$ cat config.mk
export PLATFORM = sky130hd
export DESIGN_NAME = clps_serial_mul
export DESIGN_NICKNAME = d
export VERILOG_FILES = /design/src/design/clps_serial_mul.sv
export SDC_FILE = /design/constraint.sdc
export NUM_CORES = 1
export LEC_CHECK = 0
export ABC_AREA = 1
export BUFFER_PORTS_ARGS = -buffer_cell sky130_fd_sc_hd__buf_4
export CAP_MARGIN = 10
export CORE_MARGIN = 2
export CORE_UTILIZATION = 57
export DETAILED_ROUTE_END_ITERATION = 12
export PLACE_DENSITY = 0.85
export SYNTH_ARGS = -nofsm -noshare
export SYNTH_HDL_FRONTEND = slang
export SYNTH_SLANG_ARGS = --single-unit
$ cat constraint.sdc
create_clock -name clk -period 4.4 [get_ports clk]
set_clock_uncertainty 0.2 [all_clocks]
set_input_delay 0.66 -clock clk [delete_from_list [all_inputs] [get_ports clk]]
set_output_delay 0.66 -clock clk [all_outputs]
set_load 0.1 [all_outputs]
$ cat src/design/clps_serial_mul.sv
// Bit-serial shift-add multiplier, one multiplier bit per cycle.
module clps_serial_mul #(
  parameter int AW = 68,
  parameter int BW = 34
) (
  input  logic             clk,
  input  logic             rst_n,
  input  logic             start,
  input  logic [AW-1:0]    a,
  input  logic [BW-1:0]    b,
  output logic             busy,
  output logic [AW+BW-1:0] p
);
  localparam int PRW = AW + BW;
  localparam int CW  = $clog2(BW);

  logic [PRW-1:0] acc_r;
  logic [PRW-1:0] a_sh_r;
  logic [BW-1:0]  b_sh_r;
  logic [CW-1:0]  cnt_r;
  logic           run_r;

  always_ff @(posedge clk) begin
    if (!rst_n) begin
      run_r <= 1'b0;
    end else if (start) begin
      run_r <= 1'b1;
    end else if (run_r && cnt_r == '0) begin
      run_r <= 1'b0;
    end
  end

  always_ff @(posedge clk) begin
    if (start) begin
      acc_r  <= '0;
      a_sh_r <= PRW'(a);
      b_sh_r <= b;
      cnt_r  <= CW'(BW - 1);
    end else if (run_r) begin
      if (b_sh_r[0]) begin
        acc_r <= acc_r + a_sh_r;
      end
      a_sh_r <= a_sh_r << 1;
      b_sh_r <= b_sh_r >> 1;
      cnt_r  <= cnt_r - 1'b1;
    end
  end

  assign busy = run_r;
  assign p    = acc_r;
endmodule

Word-level counts from Yosys, hierarchy flattened

Index checks and enable logic that the tools add are counted.

Bits in registers: 245
Bits of input ports: 105

$add $sub $neg: 2
Muxes and demuxes: 6
Reductions and logical operators: 5

Operators by type and width:

| kind                  | number |
|---|---|
| $mux W68              | 2 |
| $add A102 B102 Y102   | 1 |
| $mux W34              | 2 |
| $logic_not A6 Y1      | 1 |
| $sub A6 B1 Y6 const B | 1 |
| $reduce_bool A2 Y1    | 2 |
| $mux W1               | 2 |
| $reduce_and A2 Y1     | 1 |
| $logic_and A1 B1 Y1   | 1 |

Longest topological paths before layout

Word-level depth: 4
Mapped depth: 18

Worst setup path after synthesis

OpenSTA, ideal clock, no wires.

Path kind: register -> register
Start point: register run_r, in the netlist busy
End point: register run_r, in the netlist busy
Library setup time: 72 ps
Arrival: 4256 ps
Required time: 4128 ps
Slack: -129 ps
Stages on the path, launching flop included: 6
Buffers on the path: 1
Cell sequence: dfxtp_1 > buf_2 > clkinv_1 > nand2_1 > o311ai_0 > inv_1

Cells in the longest elaborated chain, start to end: 2

RTL lines:

| item                                | RTL line | RTL |
|---|---|---|
| start, declared                     | 21       | `logic run_r;` |
| start signal, assigned              | 25       | `run_r <= 1'b0;` |
| start signal, assigned              | 27       | `run_r <= 1'b1;` |
| start signal, assigned              | 29       | `run_r <= 1'b0;` |
| $logic_and A1 B1 Y1                 | 28       | `end else if (run_r && cnt_r == '0) begin` |
| $reduce_bool A2 Y1 (no source line) | -        |  |

Every way passes these cells.
A chain may end at the register's enable or synchronous reset.

Final worst setup path

Start point: register acc_r[0], in the netlist p[0]
End point: register acc_r[66], in the netlist p[66]

Cells in the longest elaborated chain, start to end: 1

RTL lines:

| item                   | RTL line | RTL |
|---|---|---|
| start, declared        | 17       | `logic [PRW-1:0] acc_r;` |
| start signal, assigned | 41       | `acc_r <= acc_r + a_sh_r;` |
| $add A102 B102 Y102    | 41       |  |

Every way passes these cells.

==> metrics.txt <==
crit-path most repeated cell=nand2_1; fraction of registers with async set/reset=0%; antenna viol nets, final=0; CTS tree=built; Hold Crit Depth=3; Routability Congestion=1.077; clk slew on worst S/H paths=0.06 ns; Commonest cells post-synth=nand2_1 (1295), inv_1 (624), nor2_1 (440); Sink Count=roughly 250; clk buf depth=3; Final HPWL DP=56.74 mm; Worst-Skew Late Latency=roughly 0.58 ns; cell area after synthesis=20090 µm²; H-tree depth=1; Port Buf Inserts=approximately 210; vias in the first global route=between 15000 and 20000; initial core utilization=58.01%; Placed Instances=between 4000 and 5000; hold path startpoint=a[0]; PD cells=334.5 nW/µm²; GRT Util Overall=a little under two fifths; number of synthesized flops with an enable pin=102; Fin Hold WS=0.1452 ns; top-count cell post-synth=nand2_1; sequential fraction of the synthesis area=29.50%; crit share post-route=71.51%; global-route wire length before repair=between 100 and 150 mm; WS Path Type=reg -> reg; status=finished clean; max cap viols=0; Reg-to-Reg Start=p[0]$_SDFFE_PP0P_; Worst path max stage delay=0.39 ns; NumNets Final=3786; Tightest Hold Check Type=in -> reg; Worst Path Buf+Inv=2; VDD IR max=371.1 µV; CTS root buffer=clkbuf_16; cells on worst reg2reg path=16; #FFs+latches synth=245; Post-CTS Resized=0; WP data arrival=3.44 ns; Hold EP=a_sh_r[0]$_SDFFCE_PN0P_; Avg Cell Area, Syn=5.915 µm²; CP Launch Type=register; cts hold-fix bufs=0; Die H=~190 µm; RSZ-0062 raised after global routing=no; r2r setup slk=1.25 ns; IO Count=208; CP max-delay cell=fa_1; post-synth top area share=24.20%; DRT Wirelength=70.55 mm; crit-path leading delay family=simple AND/OR/NAND/NOR gates; DR vias/cell=approximately 5.3; Worst EP required=4.69 ns; Yosys Warn Count=0; Rel. slew slack=37.74%; final cell count without fillers=4055; start point of the critical path=p[0]$_SDFFE_PP0P_; Fmax=0.3178 GHz; min Tclk post-route=3.147 ns; total die area=36760 µm²; dominant synthesized flop cell=dfxtp_1; cells along the critical path=ha_1 -> inv_1 -> fa_1 -> inv_1 -> nand3_1 -> nor2_1 -> nand2_1 -> nand3_1 -> nand2_1 -> nand2_2 -> nand2_1 -> nand2_1 -> nand2_1 -> nand2_1 -> nand2_1 -> a31oi_1; post-DR wirelength/cell=around 17 µm; residual DRC count=0; via count=21300; core area=34630 µm²; library cells used by synthesis=44; global route total overflow=0; Worst Setup End Kind=register; largest net degree at the start of global routing=82; # Post-CTS Setup Buffers=0; final-report max-slew violation count=0; # setup viols final=0; FF-to-FF End=p[66]$_SDFFE_PP0P_; final hold violations=0; P&R area growth vs syn=14.59%; initial antenna violation count=0; Worst-Margin Slew=0.9340 ns; static leakage=13.23 nW; setup TNS=0 ns; Critical Path Fanout Max=4; Die W=191.7 µm; drt pass-1 iters=6; DR iter-0 viols=2113; Post-Synthesis Net Count=3604; Inserted Diodes=0; Mapped Cells=3396; CTS Buf Count=28; Synth area leaders=nand2_1 (24%), edfxtp_1 (15%), dfxtp_1 (14%); Synth area leader=nand2_1; share of cells above drive strength 1=a little over a tenth; Std-Cell Rows=68
==> power by group <==
part	total [mW]	switching (mW)	leakage, nW	internal, mW
Combinational	2.48	1.81	10.5	0.676
Clock	2.48	0.984	0.464	1.49
Sequential	2.74	0.143	2.22	2.60
Total	7.70	2.93	13.2	4.77
==> final cells by class <==
cell class	count	area [µm²]
Clock inverter	9	153.9
Sequential cell	245	5926
Clock buffer	43	808.3
Inverter	650	2445
Fill cell	3275	11610
Multi-Input combinational cell	2434	11440
Timing Repair Buffer	219	1673
Tap cell	455	569.3
==> stage by stage <==
stage	setup WS, ns	power [mW]	util, %	cell area [µm²]
floorplan	0.9194	4.519	-	20090
global placement	1.441	5.178	63.69	22060
detailed placement	1.373	5.204	63.69	22060
CTS	1.368	7.667	66.47	23020
global route	1.119	8.022	66.47	23020
finish	1.253	7.701	66.47	23020
==> layout by cell type, fill, tap and decap left out, drive strengths merged <==
| master | instances |
|---|---|
| bufinv | 4 |
| nor3 | 17 |
| nand2 | 1326 |
| nand3 | 133 |
| a31o | 2 |
| o21bai | 18 |
| a21boi | 7 |
| a21oi | 111 |
| ha | 102 |
| and2 | 3 |
| nand3b | 4 |
| buf | 219 |
| o311ai | 1 |
| xor2 | 44 |
| nor2 | 491 |
| clkbuf | 43 |
| and3 | 2 |
| clkinv | 7 |
| o21a | 2 |
| edfxtp | 102 |
| o21ai | 125 |
| fa | 1 |
| xnor2 | 9 |
| a31oi | 3 |
| nor4 | 8 |
| dfxtp | 143 |
| nand4 | 24 |
| inv | 648 |
| or2 | 1 |
==> routing by layer <==
| metal | up-vias | track usage (%) | wire length (µm) |
|---|---|---|---|
| li1 | 10640 | - | - |
| met1 | 9513 | 52.45 | 30160 |
| met2 | 1008 | 57.40 | 29230 |
| met3 | 140 | 9.410 | 8398 |
| met4 | 0 | 14.20 | 2764 |
| met5 | - | 0 | 0 |
==> tightest hold or removal path: cells and delay by family <==
kind / cells / cell delay [ns]
buf+inv: 2 / 0.12
simple gates: 1 / 0.04
==> worst max path at each step <==
stage,to,depth (start not counted)
6_report,p[66]$_SDFFE_PP0P_,16
5_1_grt,p[66]$_SDFFE_PP0P_,16
4_1_cts,p[64]$_SDFFE_PP0P_,17
3_5_place_dp,p[64]$_SDFFE_PP0P_,17
3_3_place_gp,p[66]$_SDFFE_PP0P_,16
2_1_floorplan,busy$_SDFFE_PN0P_,5
==> registers in the layout, indices dropped and copies added, names as in the netlist <==
register and count:
a_sh_r 102, p 102, b_sh_r 34, cnt_r 6
busy 1
==> cell families (layout without fill, tap and decap cells) <==
| family | count (synthesis) | after routing | synth area share [%] |
|---|---|---|---|
| buffers and inverters | 717 | 921 | 13.57 |
| xor gates and xnor gates | 53 | 53 | 2.311 |
| DFF | 245 | 245 | 29.50 |
| and+or+nand+nor | 2009 | 2009 | 41.02 |
| adders and majority gates | 103 | 103 | 6.453 |
| AOI/OAI and AO/OA | 269 | 269 | 7.151 |
(Power assumes the default switching activity.)
